[src/kpblink_pkg.sv]
// ----------------------------------------------------------------------------
// kpblink_pkg: shared types and constants for the keypad blinker
// Widths, reset values, register indexes, sequencer states and the control
// bundle that the sequencer hands to the serial scan and divide units.
// ----------------------------------------------------------------------------
package kpblink_pkg;

	localparam int KEYS_W     = 16;
	localparam int CODE_W     = 5;
	localparam int RATE_W     = 5;
	localparam int DEB_W      = 8;
	localparam int TPS_W      = 16;
	localparam int PHASE_W    = 15;
	localparam int STEP_W     = 4;
	localparam int DIVISOR_W  = RATE_W + 1;
	localparam int CFG_IDX_W  = 1;
	localparam int CFG_DATA_W = 16;
	localparam int IN_TDATA_W  = 16;
	localparam int OUT_TDATA_W = 16;

	localparam int KEY_ROWS_DEF = 4;
	localparam int KEY_COLS_DEF = 4;

	localparam logic [DEB_W-1:0]  DEBOUNCE_RESET = 8'd7;
	localparam logic [TPS_W-1:0]  TPS_RESET      = 16'd1000;
	localparam logic [RATE_W-1:0] RATE_RESET     = 5'd1;
	localparam logic [STEP_W-1:0] STEP_LAST      = 4'd15;

	typedef enum logic [CFG_IDX_W-1:0] {
		REG_DEBOUNCE_TICKS   = 1'b0,
		REG_TICKS_PER_SECOND = 1'b1
	} cfg_reg_t;

	typedef enum logic [1:0] {
		ST_IDLE,
		ST_RUN,
		ST_COMMIT
	} seq_state_t;

	// control from the sequencer to the serial units
	typedef struct packed {
		logic              start;
		logic              step;
		logic [STEP_W-1:0] idx;
	} ctl_t;

endpackage

[src/kpblink_scan.sv]
// ----------------------------------------------------------------------------
// kpblink_scan: bit-serial key matrix scanner
// Shifts the key snapshot out one switch per cycle and keeps the code of the
// first closed switch in row-major order, zero when none is closed.
// ----------------------------------------------------------------------------
module kpblink_scan #(
	parameter int KEY_ROWS = kpblink_pkg::KEY_ROWS_DEF,
	parameter int KEY_COLS = kpblink_pkg::KEY_COLS_DEF
) (
	input  logic                              clk,
	input  logic                              arst_n,
	input  kpblink_pkg::ctl_t                 ctl,
	input  logic [kpblink_pkg::KEYS_W-1:0]    keys,
	output logic [kpblink_pkg::CODE_W-1:0]    code
);
	import kpblink_pkg::*;

	// switches past the matrix or past the field are ignored
	localparam int MATRIX_BITS = KEY_ROWS * KEY_COLS;
	localparam int SCAN_BITS   = (MATRIX_BITS < KEYS_W) ? MATRIX_BITS : KEYS_W;
	localparam logic [CODE_W-1:0] SCAN_LIMIT = CODE_W'(SCAN_BITS);

	logic [KEYS_W-1:0] keys_q;
	logic [CODE_W-1:0] code_q;
	logic [CODE_W-1:0] pos;

	assign pos = {1'b0, ctl.idx};

	always_ff @(posedge clk or negedge arst_n) begin
		if (!arst_n) begin
			code_q <= '0;
		end else if (ctl.start) begin
			code_q <= '0;
		end else if (ctl.step) begin
			if (code_q == '0 && keys_q[0] && pos < SCAN_LIMIT) begin
				code_q <= pos + CODE_W'(1);
			end
		end
	end

	always_ff @(posedge clk) begin
		if (ctl.start) begin
			keys_q <= keys;
		end else if (ctl.step) begin
			keys_q <= keys_q >> 1;
		end
	end

	assign code = code_q;

endmodule

[src/kpblink_div.sv]
// ----------------------------------------------------------------------------
// kpblink_div: bit-serial restoring divider for the half blink period
// Divides ticks_per_second by twice the rate, one quotient bit per cycle,
// sixteen steps from the most significant dividend bit down.
// ----------------------------------------------------------------------------
module kpblink_div (
	input  logic                               clk,
	input  kpblink_pkg::ctl_t                  ctl,
	input  logic [kpblink_pkg::TPS_W-1:0]      dividend,
	input  logic [kpblink_pkg::RATE_W-1:0]     rate,
	output logic [kpblink_pkg::TPS_W-1:0]      quotient
);
	import kpblink_pkg::*;

	logic [TPS_W-1:0]     dvd_q;
	logic [RATE_W-1:0]    rem_q;
	logic [DIVISOR_W-1:0] dsr_q;
	logic [DIVISOR_W-1:0] trial;
	logic [DIVISOR_W-1:0] diff;
	logic                 fits;

	// remainder stays below the divisor, which is at most 32
	assign trial = {rem_q, dvd_q[TPS_W-1]};
	assign fits  = trial >= dsr_q;
	assign diff  = trial - dsr_q;

	always_ff @(posedge clk) begin
		if (ctl.start) begin
			dvd_q <= dividend;
			rem_q <= '0;
			dsr_q <= {rate, 1'b0};
		end else if (ctl.step) begin
			dvd_q <= {dvd_q[TPS_W-2:0], fits};
			rem_q <= fits ? diff[RATE_W-1:0] : trial[RATE_W-1:0];
		end
	end

	assign quotient = dvd_q;

endmodule

[src/keypad_rate_select_led_blinker_core.sv]
// ----------------------------------------------------------------------------
// keypad_rate_select_led_blinker_core: keypad rate select and LED blinker
// Sequence: an input transfer starts sixteen serial steps of the scan and of the
// bit-serial half-period divider, then a commit state registers the result.
// Flow: one item at a time (accept, 16 steps, commit); a result waiting in the
// output register does not block the next accept, only the next commit.
// Reset: asynchronous, active low; rate 1, LED off, debounce 7, 1000 ticks.
// ----------------------------------------------------------------------------
module keypad_rate_select_led_blinker_core #(
	parameter int KEY_ROWS = kpblink_pkg::KEY_ROWS_DEF,
	parameter int KEY_COLS = kpblink_pkg::KEY_COLS_DEF
) (
	input  logic                                  clk,
	input  logic                                  arst_n,
	// keys_down[15:0]
	input  logic [kpblink_pkg::IN_TDATA_W-1:0]    s_tdata,
	input  logic                                  s_tvalid,
	output logic                                  s_tready,
	// scancode[4:0], blink_rate[9:5], blue_led[10], green_led[11], zero[15:12]
	output logic [kpblink_pkg::OUT_TDATA_W-1:0]   m_tdata,
	output logic                                  m_tvalid,
	input  logic                                  m_tready,
	input  logic                                  cfg_we,
	input  logic [kpblink_pkg::CFG_IDX_W-1:0]     cfg_addr,
	input  logic [kpblink_pkg::CFG_DATA_W-1:0]    cfg_wdata
);
	import kpblink_pkg::*;

	seq_state_t state_q, state_d;
	logic [STEP_W-1:0] step_q;
	ctl_t ctl;
	logic commit;

	logic [DEB_W-1:0]   debounce_q;
	logic [TPS_W-1:0]   tps_q;
	logic               blink_q;
	logic [PHASE_W-1:0] phase_q;
	logic [RATE_W-1:0]  rate_q;
	logic [DEB_W-1:0]   holdoff_q;
	logic               key_held_q;

	logic [CODE_W-1:0] code;
	logic [TPS_W-1:0]  quotient;

	logic               key_down;
	logic               frozen;
	logic               blink_d;
	logic [PHASE_W-1:0] phase_d;
	logic [RATE_W-1:0]  rate_d;
	logic [DEB_W-1:0]   holdoff_d;

	logic                   m_valid_q;
	logic [OUT_TDATA_W-1:0] m_data_q;

	// configuration registers
	always_ff @(posedge clk or negedge arst_n) begin
		if (!arst_n) begin
			debounce_q <= DEBOUNCE_RESET;
			tps_q      <= TPS_RESET;
		end else if (cfg_we) begin
			unique case (cfg_reg_t'(cfg_addr))
				REG_DEBOUNCE_TICKS:   debounce_q <= cfg_wdata[DEB_W-1:0];
				REG_TICKS_PER_SECOND: tps_q      <= cfg_wdata[TPS_W-1:0];
				default: ;
			endcase
		end
	end

	// sequencer
	always_comb begin
		state_d = state_q;
		unique case (state_q)
			ST_IDLE:   if (s_tvalid) state_d = ST_RUN;
			ST_RUN:    if (step_q == STEP_LAST) state_d = ST_COMMIT;
			ST_COMMIT: if (!m_valid_q || m_tready) state_d = ST_IDLE;
			default:   state_d = ST_IDLE;
		endcase
	end

	always_comb begin
		s_tready  = (state_q == ST_IDLE);
		ctl.start = (state_q == ST_IDLE) && s_tvalid;
		ctl.step  = (state_q == ST_RUN);
		ctl.idx   = step_q;
		commit    = (state_q == ST_COMMIT) && (!m_valid_q || m_tready);
	end

	always_ff @(posedge clk or negedge arst_n) begin
		if (!arst_n) begin
			state_q <= ST_IDLE;
			step_q  <= '0;
		end else begin
			state_q <= state_d;
			if (ctl.start) begin
				step_q <= '0;
			end else if (ctl.step) begin
				step_q <= step_q + STEP_W'(1);
			end
		end
	end

	kpblink_scan #(
		.KEY_ROWS(KEY_ROWS),
		.KEY_COLS(KEY_COLS)
	) u_scan (
		.clk   (clk),
		.arst_n(arst_n),
		.ctl   (ctl),
		.keys  (s_tdata[KEYS_W-1:0]),
		.code  (code)
	);

	kpblink_div u_div (
		.clk     (clk),
		.ctl     (ctl),
		.dividend(tps_q),
		.rate    (rate_q),
		.quotient(quotient)
	);

	// tick update, applied at commit
	assign key_down = (code != '0);
	assign frozen   = key_held_q && key_down;

	always_comb begin
		blink_d   = blink_q;
		phase_d   = phase_q;
		rate_d    = rate_q;
		holdoff_d = holdoff_q;
		if (!frozen) begin
			if (phase_q == '0) begin
				blink_d = !blink_q;
				// half period below one counts as one, then the tick's decrement
				if (quotient[TPS_W-1:1] == '0) begin
					phase_d = '0;
				end else begin
					phase_d = quotient[PHASE_W-1:0] - PHASE_W'(1);
				end
			end else begin
				phase_d = phase_q - PHASE_W'(1);
			end
			priority if (key_down && holdoff_q == '0) begin
				rate_d    = code;
				holdoff_d = debounce_q;
			end else if (holdoff_q != '0) begin
				holdoff_d = holdoff_q - DEB_W'(1);
			end
		end
	end

	always_ff @(posedge clk or negedge arst_n) begin
		if (!arst_n) begin
			blink_q    <= 1'b0;
			phase_q    <= '0;
			rate_q     <= RATE_RESET;
			holdoff_q  <= '0;
			key_held_q <= 1'b0;
		end else if (commit) begin
			blink_q    <= blink_d;
			phase_q    <= phase_d;
			rate_q     <= rate_d;
			holdoff_q  <= holdoff_d;
			key_held_q <= key_down;
		end
	end

	// output register
	always_ff @(posedge clk or negedge arst_n) begin
		if (!arst_n) begin
			m_valid_q <= 1'b0;
		end else if (commit) begin
			m_valid_q <= 1'b1;
		end else if (m_tready) begin
			m_valid_q <= 1'b0;
		end
	end

	always_ff @(posedge clk) begin
		if (commit) begin
			m_data_q <= {4'b0000, key_down, blink_d, rate_d, code};
		end
	end

	assign m_tvalid = m_valid_q;
	assign m_tdata  = m_data_q;

	ast_commit_fills_output: assert property (@(posedge clk) disable iff (!arst_n)
		commit |=> m_valid_q)
		else $error("commit did not present a result");

	ast_run_length: assert property (@(posedge clk) disable iff (!arst_n)
		(state_q == ST_RUN) && (step_q != STEP_LAST) |=> (state_q == ST_RUN))
		else $error("serial run ended early");

	ast_rate_range: assert property (@(posedge clk) disable iff (!arst_n)
		(rate_q != '0) && (rate_q <= RATE_W'(16)))
		else $error("blink rate out of range");

	ast_key_held: assert property (@(posedge clk) disable iff (!arst_n)
		commit && key_down |=> key_held_q)
		else $error("key held flag not set after a press");

	ast_frozen_rate: assert property (@(posedge clk) disable iff (!arst_n)
		commit && frozen |=> $stable(rate_q) && $stable(phase_q))
		else $error("state moved on a frozen tick");

endmodule

[config.mk]
export PLATFORM = sky130hd
export DESIGN_NAME = keypad_rate_select_led_blinker_core
export DESIGN_NICKNAME = d
export VERILOG_FILES = /design/src/kpblink_pkg.sv /design/src/kpblink_scan.sv /design/src/kpblink_div.sv /design/src/keypad_rate_select_led_blinker_core.sv
export SDC_FILE = /design/constraint.sdc
export NUM_CORES = 1
export LEC_CHECK = 0
export BUFFER_PORTS_ARGS = -buffer_cell sky130_fd_sc_hd__clkbuf_2
export CAP_MARGIN = 20
export CORE_ASPECT_RATIO = 1.75
export CORE_MARGIN = 5
export CORE_UTILIZATION = 42
export CTS_BUF_LIST = sky130_fd_sc_hd__clkbuf_16
export DETAILED_ROUTE_END_ITERATION = 7
export PLACE_DENSITY = 0.65
export SYNTH_ARGS = -nofsm -noshare
export SYNTH_HDL_FRONTEND = slang
export SYNTH_SLANG_ARGS = --single-unit
[constraint.sdc]
create_clock -name clk -period 2.65 [get_ports clk]
set_input_delay 0 -clock clk [delete_from_list [all_inputs] [get_ports clk]]
set_output_delay 0 -clock clk [all_outputs]
set_load 0.01 [all_outputs]
==> results.md, run 1 <==
* # diodes at 0
* Count of distinct cell types in the synthesized netlist at 59
* Die W at 98.2 microns
* Final worst-path cycle share at 95.4%
* Cts-stage hold buffer count at 35
* Area growth from synthesis to final layout at 28.6%
* Gate Count Post-Synth at 529
* Proportion of power drawn by flip-flops and latches at 39.6%
* IR drop worst, VDD at 0.650 mV
* P_int at 5.20 mW
* Type of destination of the critical path: register
* Root Buffer: sky130_fd_sc_hd__clkbuf_16
* Total negative slack at 0 ns
* IO buf count at 51
* RSZ-0062 raised after global routing: false
* Initial DRT Pass Iterations at 5
* TritonCTS clock tree: built
* Antenna violation net count after detailed routing at 0
* Sequential area share after synthesis at 56.6%
* Maximum fanout count along the critical path at 6
* Effective utilization at floorplan at 42.7%
* Final setup violation count at 0
* Worst path required time at 2.94 ns
* Overall fraction of global-route tracks in use at 16.4%
* Die Footprint at 16100 sq um
* Number of placed I/O pins at 56
* Min-delay worst type: input pin to register
* Cells taking the most area after synthesis: sky130_fd_sc_hd__edfxtp_1, sky130_fd_sc_hd__dfrtp_1, sky130_fd_sc_hd__mux2_2
* Maximum count of clock buffers along a single path at 2
* Total of warnings raised by yosys at 0
* Routability congestion estimate from global placement at 0.836
* Initial DRC count at 217
* Leftover overflow at the end of global routing at 0
* Cell row count at 56
* Fraction of post-synthesis cell area in the top cell type by area at 25.8%
* Clock skew after layout at 0.0145 ns
* Psw at 2.22 mW
* Final Max Slew Viols at 0
* Largest area contributor in the synthesized netlist: sky130_fd_sc_hd__edfxtp_1
* Antenna violations before repair at 0
* Clock latency on the worst-skew pair at 0.42 ns
* Largest net degree at the start of global routing at 34
* Synthesis-stage register bit count at 120
* Commonest cells post-synth: sky130_fd_sc_hd__nand2_1, sky130_fd_sc_hd__dfrtp_1, sky130_fd_sc_hd__edfxtp_1
* Leakage component of the power at 3.23 nW
* Core area at 13400 sq um
* Net count of the finished layout at 686
* Proportion of synthesized flip-flops having asynchronous set or reset at 55.0%
* Total half-perimeter wirelength after legalization and detailed placement at 9.01 mm
* DRT Wirelength at 12.4 mm
* Count of flip-flops with a built-in enable after synthesis at 49
* Number of max-cap violations at 0
* Outcome: finished clean
* Post-detailed-route wirelength per cell at 15.1 microns
* Number of sinks handled by clock tree synthesis at 120
* Comb power frac at 24.0%
* Vias in the first global route at 4412
* Worst setup path category: register to register
* Worst Setup Start Kind: register
* Clock share of power at 36.4%
* Worst slew slack as a fraction of its limit at 48.0%
* Wire length of the first global-routing pass at 21.0 mm
* Dominant register cell in the synthesized netlist: sky130_fd_sc_hd__dfrtp_1
* Top-count cell post-synth: sky130_fd_sc_hd__nand2_1
* Min Hold Slack at 0.0521 ns
* CTS H-tree depth at 4
* Final min period at 2.53 ns
* Remaining design rule violation count at 0
* Y dimension of the die at 164 microns
* Buffers inserted by post-CTS timing repair at 0
* Mean cell area of the mapped netlist at 10.8 sq um
* Fill cells at 1114
* Netlist area before placement at 5710 sq um
* Post-DR vias/cell at 5.24
* Number of buffers added by the clock tree synthesis step at 17
* Fmax achieved at 0.395 GHz
* Post-cts gate resize count at 0
* Switching share of total power at 29.9%
* Critical path arrival at 2.82 ns
* Fraction of layout instances using a drive strength above 1 at 24.7%
* Worst Tran Pin Value at 0.778 ns
* Clock slew at reported path FFs at 0.06 ns
* Via count at 4321
* Power density cells at 1010 nW/um^2
* Final hold violations at 0
[registers in the layout (all words and copies together), names as in the netlist]
register / cells
tps_q: 16
rate_q: 5
m_tdata: 12
phase_q: 15
u_scan.code: 5
step_q: 4
state_q: 2
key_held_q: 1
u_div.rem_q: 5
u_div.quotient: 16
blink_q: 1
holdoff_q: 8
u_div.dsr_q: 5
u_scan.keys_q: 16
debounce_q: 8
m_tvalid: 1
[power groups by stage]
stage | Clock, mW | Sequential (mW) | Combinational [mW]
floorplan | 0 | 2.84 | 1.22
global placement | 0 | 2.95 | 1.68
finish | 2.70 | 2.94 | 1.78
CTS | 2.74 | 2.93 | 1.80
global route | 2.83 | 2.99 | 2.02
detailed placement | 0 | 2.96 | 1.73
[kinds of logic (layout without fill, tap and decap cells)]
| logic type | after synthesis | in the layout | share of synthesized area [%] |
|---|---|---|---|
| AO/OA/AOI/OAI | 75 | 75 | 8.21 |
| XOR/XNOR | 17 | 17 | 2.61 |
| adder cells (fa/ha/maj) | 10 | 10 | 2.32 |
| buffers and inverters | 40 | 159 | 3.09 |
| flip-flops | 120 | 120 | 56.6 |
| multiplexers | 43 | 43 | 8.34 |
| other | 1 | 4 | 0.0656 |
| AND/OR/NAND/NOR | 223 | 223 | 18.7 |
[per-layer routing]
metal	routed length [microns]	up-vias	global-route usage, %
met4	210	0	6.46
met2	7120	84	31.5
met1	4700	2122	17.2
met3	415	17	3.27
li1	-	2098	-
met5	0	-	0
[critical path, stage by stage (launching register included)]
cell and delay [ns]:
sky130_fd_sc_hd__dfrtp_1 0.43, sky130_fd_sc_hd__or4_4 0.51, sky130_fd_sc_hd__or3_1 0.41, sky130_fd_sc_hd__or3_1 0.48, sky130_fd_sc_hd__nor2b_4 0.22, sky130_fd_sc_hd__mux2_2 0.35
[worst paths after layout]
path                         startpoint            to  slack (ns)  cells after the start
max reg2reg                holdoff_q[4]     rate_q[1]        0.12                      5
min reg2reg                     blink_q       blink_q        0.49                      1
min                            s_tvalid    state_q[0]        0.05                      4
max                        holdoff_q[4]     rate_q[1]        0.12                      5
max in group asynchronous        arst_n    phase_q[2]        1.64                      4
min in group asynchronous        arst_n  holdoff_q[1]        0.20                      2
[cell usage in the layout (no fill, tap or decap), types with 3 or more instances in the layout]
master	n
sky130_fd_sc_hd__and3_1	4
sky130_fd_sc_hd__dfstp_2	10
sky130_fd_sc_hd__nor3_1	13
sky130_fd_sc_hd__clkbuf_2	51
sky130_fd_sc_hd__nor2_1	31
sky130_fd_sc_hd__xor2_1	6
sky130_fd_sc_hd__clkinv_4	3
sky130_fd_sc_hd__nor4_1	11
sky130_fd_sc_hd__inv_1	17
sky130_fd_sc_hd__o21ai_0	26
sky130_fd_sc_hd__o21a_1	3
sky130_fd_sc_hd__nand3_1	11
sky130_fd_sc_hd__clkbuf_16	17
sky130_fd_sc_hd__nand2_1	108
sky130_fd_sc_hd__nand4_1	8
sky130_fd_sc_hd__buf_12	3
sky130_fd_sc_hd__or3_1	10
sky130_fd_sc_hd__nor2b_1	3
sky130_fd_sc_hd__o31ai_1	4
sky130_fd_sc_hd__mux2i_1	6
sky130_fd_sc_hd__bufinv_16	7
sky130_fd_sc_hd__a21oi_1	18
sky130_fd_sc_hd__conb_1	4
sky130_fd_sc_hd__nand4b_1	3
sky130_fd_sc_hd__edfxtp_1	49
sky130_fd_sc_hd__mux2_2	37
sky130_fd_sc_hd__xnor2_1	11
sky130_fd_sc_hd__dfxtp_1	5
sky130_fd_sc_hd__or3b_2	3
sky130_fd_sc_hd__ha_1	9
sky130_fd_sc_hd__dfrtp_1	56
sky130_fd_sc_hd__or4_1	5
sky130_fd_sc_hd__dlygate4sd3_1	35
sky130_fd_sc_hd__nand2b_1	5
sky130_fd_sc_hd__buf_4	20
[final cells by class]
cell class	instances	area, sq um	share of cell area [%]
Sequential cell	120	3240	44.0
Multi-Input combinational cell	372	2310	31.5
Timing Repair Buffer	109	816	11.1
Clock buffer	17	425	5.79
Clock inverter	15	272	3.69
Tap cell	174	218	2.96
Inverter	18	67.6	0.919
[stage by stage]
| stage | instance area (sq um) | power, mW | std cells | utilization, % | worst slack [ns] |
|---|---|---|---|---|---|
| final | 7350 | 7.42 | 825 | 54.9 | 0.121 |
| after global routing | 7350 | 7.85 | 825 | 54.9 | 0.00320 |
| after CTS | 7350 | 7.47 | 825 | 54.9 | 0.116 |
| after detailed placement | 6300 | 4.69 | 758 | 47.1 | 0.142 |
| after global placement | 6300 | 4.63 | 758 | 47.1 | 0.205 |
| after floorplan | 5720 | 4.06 | 532 | - | 0.126 |
No activity file was read; power rests on OpenSTA's default activity.
==> run 2, diff against run 1 <==
--- a/config.mk
+++ b/config.mk
@@ -5,9 +5,10 @@
 export SDC_FILE = /design/constraint.sdc
 export NUM_CORES = 1
 export LEC_CHECK = 0
+export ABC_CLOCK_PERIOD_IN_PS = 2650
 export BUFFER_PORTS_ARGS = -buffer_cell sky130_fd_sc_hd__clkbuf_2
 export CAP_MARGIN = 20
-export CORE_ASPECT_RATIO = 1.75
+export CORE_ASPECT_RATIO = 2
 export CORE_MARGIN = 5
 export CORE_UTILIZATION = 42
 export CTS_BUF_LIST = sky130_fd_sc_hd__clkbuf_16
==> run 2 against run 1 <==
Compared with the run above: routed wire length is 1.7% higher; global-route usage is 0.068 points higher; clock skew is 0.0059 ns lower; die area is 0.31% higher; clock power is 16% lower; register-to-register slack hardly changed; via count is 1.3% lower; hold slack better by 0.093 ns; combinational power hardly changed; clock-buffer cell count stayed put; largest power group unchanged.
==> results.md, run 2 (synthesis gave the netlist of run 1 again) <==
* Clock latency on the worst-skew pair at 0.41 ns (about the same)
* Number of sinks handled by clock tree synthesis at 120 (unchanged)
* Total negative slack at 0 ns (unchanged)
* R2R Setup Slk at 0.13 ns (about the same)
* Net count of the finished layout at 683 (-0.44%)
* Root Buffer: sky130_fd_sc_hd__clkbuf_16
* Min-delay worst type: input pin to asynchronous set/reset pin
* Total stage count of the critical path at 5 (unchanged)
* Largest net degree at the start of global routing at 67 (+97%)
* Maximum count of clock buffers along a single path at 2 (unchanged)
* Cells along the critical path: or4_4 > or3_1 > or3_1 > nor2b_4 > mux2_2
* IO buf count at 51 (unchanged)
* Number of max-cap violations at 0 (unchanged)
* Cell row count at 60 (+7.1%)
* Worst slew slack as a fraction of its limit at 45.2% (-2.8 points)
* Via count at 4266 (-1.3%)
* Maximum fanout count along the critical path at 6 (unchanged)
* Total half-perimeter wirelength after legalization and detailed placement at 9.06 mm (+0.49%)
* Routability congestion estimate from global placement at 0.852 (+1.8%)
* Final hold violations at 0 (unchanged)
* Endpoint of the lowest-slack register-to-register path: rate_q[1]
* Post-DR vias/cell at 5.31 (+1.4%)
* Footprint of the flip-flops and latches at 3240 sq um (unchanged)
* Design Power at 6.96 mW (-6.1%)
* Vias in the first global route at 4458 (+1.0%)
* Master of the slowest instance on the critical path: sky130_fd_sc_hd__or4_4
* Number of placed I/O pins at 56 (unchanged)
* Worst Tran Pin Value at 0.820 ns (+0.0419 ns)
* Y dimension of the die at 175 microns (+6.5%)
* # diodes at 0 (unchanged)
* Die W at 92.5 microns (-5.8%)
* Area growth from synthesis to final layout at 25.7%
* Final setup violation count at 0 (unchanged)
* Leakage component of the power at 3.17 nW (-1.8%)
* Overall fraction of global-route tracks in use at 16.4% (+0.068 points)
* Critical Path Most Common Cell: sky130_fd_sc_hd__or3_1
* Final Max Slew Viols at 0 (unchanged)
* Clock slew at reported path FFs at 0.05 ns (about the same)
* Remaining design rule violation count at 0 (unchanged)
* Initial DRT Pass Iterations at 4 (-1)
* Core area at 13400 sq um (+0.41%)
* Fmax achieved at 0.396 GHz (+0.20%)
* Worst path required time at 2.94 ns (about the same)
* TritonCTS clock tree: built
* RSZ-0062 raised after global routing: false
* Leftover overflow at the end of global routing at 0 (unchanged)
* Clock skew after layout at 0.00865 ns (-0.00587 ns)
* DRT Wirelength at 12.7 mm (+1.7%)
* Worst setup path category: register to register
* Number of buffer and inverter stages on the critical path at 0 (unchanged)
* Worst setup path start: holdoff_q[5]
* Layout Utilization at 53.4% (-1.5 points)
* Destination of the critical timing path: rate_q[1]
* Post-detailed-route wirelength per cell at 15.8 microns (+4.5%)
* Final min period at 2.52 ns (-0.00513 ns)
* Most common cell after layout, fill and taps aside: sky130_fd_sc_hd__nand2_1
* Antenna violation net count after detailed routing at 0 (unchanged)
* Top library cells by usage in the layout, fill and taps aside: sky130_fd_sc_hd__nand2_1, sky130_fd_sc_hd__dfrtp_1, sky130_fd_sc_hd__clkbuf_2, sky130_fd_sc_hd__edfxtp_1, sky130_fd_sc_hd__mux2_2
* CTS H-tree depth at 4 (unchanged)
* Final worst-path cycle share at 95.2% (-0.19 points)
* Effective utilization at floorplan at 42.5% (-0.17 points)
* Critical path arrival at 2.81 ns (about the same)
* Power density cells at 970 nW/um^2 (-3.9%)
* Worst reg2reg path depth at 5 (unchanged)
* Initial DRC count at 218 (+0.46%)
* Post-cts gate resize count at 0 (unchanged)
* Fill cells at 1165 (+4.6%)
* Wire length of the first global-routing pass at 20.9 mm (-0.46%)
* Antenna violations before repair at 0 (unchanged)
* Outcome: finished clean
* Launching point of the worst reg2reg path: holdoff_q[5]
* IR drop worst, VDD at 0.501 mV (-23%)
* Footprint of the multi-input gates at 2310 sq um (unchanged)
* Kind of cell adding the most delay to the critical path: simple AND/OR/NAND/NOR gates
* Worst Setup Start Kind: register
* Number of buffers added by the clock tree synthesis step at 17 (unchanged)
* Die Footprint at 16200 sq um (+0.31%)
* Fraction of layout instances using a drive strength above 1 at 23.8% (-0.97 points)
* CP max stage delay at 0.54 ns (+0.03 ns)
* Type of destination of the critical path: register
-- run 2: cell count changes in the layout (fill, tap and decap cells not counted), sizes merged --
cell | previous run | this run
bufinv | 7 | 3
buf | 23 | 20
clkinv | 6 | 8
inv | 19 | 21
-- run 2: area by class of cell --
cell class                 count  area share [%]
tap                          155            2.70
sequential                   120            45.1
clock buffer                  17            5.92
clock inverter                15            2.27
inverter                      18           0.941
multi-input combinational    372            32.2
timing repair buffer         106            10.9
-- run 2: tightest hold or removal path: stages --
cell and delay (ns):
sky130_fd_sc_hd__dlygate4sd3_1 0.52, sky130_fd_sc_hd__clkbuf_2 0.12, sky130_fd_sc_hd__buf_12 0.30
-- run 2: power by group --
group	switching (mW)	total, mW	internal (mW)
Combinational	0.992	1.75	0.762
Clock	0.815	2.28	1.46
Sequential	0.367	2.93	2.56
-- run 2: what timing repair did --
action / 4_1_cts / 5_1_grt
hold buffers: 35 / 0
buffers inserted: 0 / 0
hold endpoints to repair: 108 / 0
-- run 2: layer usage --
metal  track usage [%]  vias up  routed length (microns)
met5                 0        -                        0
met4              9.55        0                      482
met3              3.66       31                      423
met2              30.9       87                     7170
met1              15.9     2048                     4580
li1                  -     2100                        -
-- run 2: worst min path at each step --
stage,slack [ns],cells past startpoint,from,end
finish,0.15,3,arst_n,holdoff_q[6]
global route,0.16,3,cfg_addr,debounce_q[3]
CTS,0.13,3,cfg_addr,debounce_q[5]
detailed placement,0.05,2,arst_n,holdoff_q[5]
global placement,0.05,2,arst_n,holdoff_q[2]
floorplan,-0.30,0,arst_n,blink_q
-- run 2: metrics by stage --
step                      std cells  setup WS, ns  hold slack, ns  cell area (sq um)
after floorplan                 532         0.126          -0.296               5720
after global placement          736         0.180          0.0476               6240
after detailed placement        736         0.133          0.0512               6240
after CTS                       803         0.107           0.125               7180
after global routing            803        0.0334           0.164               7180
final                           803         0.126           0.145               7180
==> run 3, diff against run 2 <==
--- a/config.mk
+++ b/config.mk
@@ -16,4 +16,5 @@
 export PLACE_DENSITY = 0.65
 export SYNTH_ARGS = -nofsm -noshare
 export SYNTH_HDL_FRONTEND = slang
+export SYNTH_HIERARCHICAL = 1
 export SYNTH_SLANG_ARGS = --single-unit
==> run 3 against run 2 <==
Compared with the run above: critical path type unchanged; clock power is essentially flat; largest power group unchanged; clock skew rose by 0.0032 ns; setup slack better by 0.23 ns; sequential share of layout area fell by 1.0 points; critical path depth is 2 higher; critical endpoint is now rate_q[4]; register-to-register slack improved by 0.23 ns.
==> results.md, run 3 <==
* Number of max-cap violations at 0 (unchanged)
* IR drop worst, VDD at 0.594 mV (+19%)
* Leftover overflow at the end of global routing at 0 (unchanged)
* Final worst-path cycle share at 86.6% (-8.7 points)
* Total of warnings raised by yosys at 6 (+6)
* Worst setup path category: register to register
* R2R Setup Slk at 0.36 ns (+0.23 ns)
* Mean cell area of the mapped netlist at 12.2 sq um (+13%)
* Effective utilization at floorplan at 42.6% (+0.082 points)
* Maximum fanout count along the critical path at 8 (+2)
* Core area at 13800 sq um (+2.8%)
* Die W at 93.7 microns (+1.3%)
* Gate Count Post-Synth at 481 (-9.1%)
* # placed instances at 719 (-2.3%)
* TritonCTS clock tree: built
* Cells taking the most area after synthesis: sky130_fd_sc_hd__edfxtp_1, sky130_fd_sc_hd__dfrtp_1, sky130_fd_sc_hd__mux2_2
* Initial DRC count at 176 (-19%)
* Wire length of the first global-routing pass at 21.8 mm (+4.2%)
* DRT Wirelength at 12.9 mm (+2.2%)
* Dominant register cell in the synthesized netlist: sky130_fd_sc_hd__dfrtp_1
* Endpoint of the lowest-slack register-to-register path: rate_q[4]
* Largest area contributor in the synthesized netlist: sky130_fd_sc_hd__edfxtp_1
* IO buf count at 51 (unchanged)
* Clock skew after layout at 0.0119 ns (+0.00323 ns)
* Number of placed I/O pins at 56 (unchanged)
* Critical path arrival at 2.58 ns (-0.23 ns)
* Leakage component of the power at 3.07 nW (-3.2%)
* Count of distinct cell types in the synthesized netlist at 70 (+19%)
* Master of the slowest instance on the critical path: sky130_fd_sc_hd__or3_1
* Routability congestion estimate from global placement at 0.813 (-4.5%)
* Total half-perimeter wirelength after legalization and detailed placement at 9.56 mm (+5.5%)
* Final setup violation count at 0 (unchanged)
* Largest net degree at the start of global routing at 47 (-30%)
* Post-DR vias/cell at 5.27 (-0.73%)
* Root Buffer: sky130_fd_sc_hd__clkbuf_16
* Fraction of layout instances using a drive strength above 1 at 33.2% (+9.4 points)
* Area growth from synthesis to final layout at 24.9%
* Die Footprint at 16600 sq um (+2.7%)
* Top-count cell post-synth: sky130_fd_sc_hd__mux2_2
* Proportion of synthesized flip-flops having asynchronous set or reset at 55.0% (unchanged)
* Number of sinks handled by clock tree synthesis at 120 (unchanged)
* Netlist area before placement at 5880 sq um (+3.0%)
* Synthesis-stage register bit count at 120 (unchanged)
* Min-delay worst type: input pin to asynchronous set/reset pin
* Worst Setup Start Kind: register
* Type of destination of the critical path: register
* Launching point of the worst reg2reg path: holdoff_q[0]
* Worst Tran Pin Value at 0.840 ns (+0.0208 ns)
* Net count of the finished layout at 633 (-7.3%)
* Number of buffers added by the clock tree synthesis step at 17 (unchanged)
* Y dimension of the die at 177 microns (+1.4%)
* CTS H-tree depth at 4 (unchanged)
* Total negative slack at 0 ns (unchanged)
* Worst path required time at 2.93 ns (about the same)
* RSZ-0062 raised after global routing: false
* Fmax achieved at 0.436 GHz (+10%)
* Via count at 4145 (-2.8%)
* Antenna violation net count after detailed routing at 0 (unchanged)
* Fraction of post-synthesis cell area in the top cell type by area at 25.0% (-0.75 points)
* Remaining design rule violation count at 0 (unchanged)
* # diodes at 0 (unchanged)
* Top library cells by usage in the layout, fill and taps aside: sky130_fd_sc_hd__mux2_2, sky130_fd_sc_hd__dfrtp_1, sky130_fd_sc_hd__clkbuf_2, sky130_fd_sc_hd__edfxtp_1
* Antenna violations before repair at 0 (unchanged)
* Sequential area share after synthesis at 55.0% (-1.6 points)
* Cell row count at 61 (+1.7%)
* Most common cell after layout, fill and taps aside: sky130_fd_sc_hd__mux2_2
* Vias in the first global route at 4424 (-0.76%)
* Clock slew at reported path FFs at 0.06 ns (about the same)
* Worst reg2reg path depth at 7 (+2)
* Initial DRT Pass Iterations at 4 (unchanged)
* Buffers inserted by post-CTS timing repair at 0 (unchanged)
* Worst setup path start: holdoff_q[0]
* Worst slew slack as a fraction of its limit at 43.9% (-1.4 points)
* Count of flip-flops with a built-in enable after synthesis at 49 (unchanged)
* Overall fraction of global-route tracks in use at 16.9% (+0.43 points)
* Cells along the critical path: inv_1 > ha_1 > nor3b_4 > nand3_2 > or3_1 > nand2b_4 > mux2_2
* Final cell count without fillers at 786 (-2.1%)
* Commonest cells post-synth: sky130_fd_sc_hd__mux2_2, sky130_fd_sc_hd__dfrtp_1, sky130_fd_sc_hd__edfxtp_1
* Destination of the critical timing path: rate_q[4]
* Post-cts gate resize count at 0 (unchanged)
* Maximum count of clock buffers along a single path at 2 (unchanged)
* Final hold violations at 0 (unchanged)
* CP max stage delay at 0.52 ns (-0.02 ns)
* Clock latency on the worst-skew pair at 0.41 ns (about the same)
* Final Max Slew Viols at 0 (unchanged)
* Power density cells at 1130 nW/um^2 (+16%)
* Post-detailed-route wirelength per cell at 16.5 microns (+4.5%)
* Outcome: finished clean
* Final min period at 2.29 ns (-0.230 ns)
run 3: cell types whose count changed after synthesis, moves of 3 or more:
cell                       before  now
sky130_fd_sc_hd__a31oi_1        2   11
sky130_fd_sc_hd__a32oi_1        0    4
sky130_fd_sc_hd__buf_4          4    8
sky130_fd_sc_hd__clkbuf_1      14    7
sky130_fd_sc_hd__mux2_2        37   65
sky130_fd_sc_hd__nand2_1      108   18
sky130_fd_sc_hd__nor2_1        31   35
sky130_fd_sc_hd__nor4_1        11    6
sky130_fd_sc_hd__o211ai_1       2    7
sky130_fd_sc_hd__o21a_1         3    0
sky130_fd_sc_hd__o21ai_0       26   18
sky130_fd_sc_hd__or2_2          0    3
sky130_fd_sc_hd__or3_1         10    3
run 3: area by class of cell:
class                           instances  area (sq um)
Fill cell                            1175          6460
Inverter                               18          67.6
Sequential cell                       120          3240
Multi-Input combinational cell        324          2470
Clock buffer                           18           450
Clock inverter                         14           144
Timing Repair Buffer                  103           746
Tap cell                              189           236
run 3: where the power goes:
part | switching [mW] | internal (mW) | total [mW]
combinational | 1.59 | 1.30 | 2.89
clock | 0.853 | 1.44 | 2.29
sequential | 0.491 | 2.61 | 3.10
total | 2.93 | 5.35 | 8.28
run 3: metrics by stage:
step,worst slack (ns),hold WS [ns],util [%],area (sq um),total power [mW]
2_1_floorplan,0.531,-0.296,-,5900,5.15
3_5_place_dp,0.374,0.00920,46.4,6400,5.98
3_3_place_gp,0.436,0.00481,46.4,6400,5.90
5_1_grt,0.218,0.143,53.2,7350,8.83
6_report,0.356,0.115,53.2,7350,8.28
4_1_cts,0.352,0.110,53.2,7350,8.34
run 3: worst min-delay path by stage:
stage | depth (start not counted) | start | end | slack, ns
2_1_floorplan | 0 | arst_n | blink_q | -0.30
3_3_place_gp | 2 | arst_n | m_tvalid | 0.005
3_5_place_dp | 2 | arst_n | m_tvalid | 0.009
4_1_cts | 3 | arst_n | m_tvalid | 0.11
5_1_grt | 3 | arst_n | m_tvalid | 0.14
6_report | 3 | arst_n | m_tvalid | 0.11
run 3: repair_timing:
item / CTS / global route
endpoints found under the hold margin: 102 / 0
setup endpoints to repair: 0 / 0
hold buffers: 35 / 0
run 3: cell families (layout without fill, tap and decap cells):
kind of cell	Yosys count	in the layout	share of synthesized area, %
buffers and inverters	40	153	3.27
AND/OR/NAND/NOR	137	137	13.5
flip-flops	120	120	55.0
adder cells (fa/ha/maj)	11	11	2.47
AO/OA/AOI/OAI	84	84	9.74
other	1	4	0.0637
XOR/XNOR	17	17	2.53
multiplexers	71	71	13.5
run 3: metal layers:
metal,track usage (%),vias to the layer above,share of wire (%),wire length [microns]
li1,-,1986,-,-
met1,17.1,2013,36,4710
met2,31.1,116,57,7340
met3,4.16,30,3.3,427
met4,8.80,0,3.6,462
met5,0,-,0,0
run 3: worst max-delay path, delay by kind of cell, from the launching register on:
family | cells | cell delay (ns)
and+or+nand+nor | 4 | 1.23
DFF | 1 | 0.40
muxes | 1 | 0.29
adders and majority gates | 1 | 0.18
buffers and inverters | 1 | 0.07
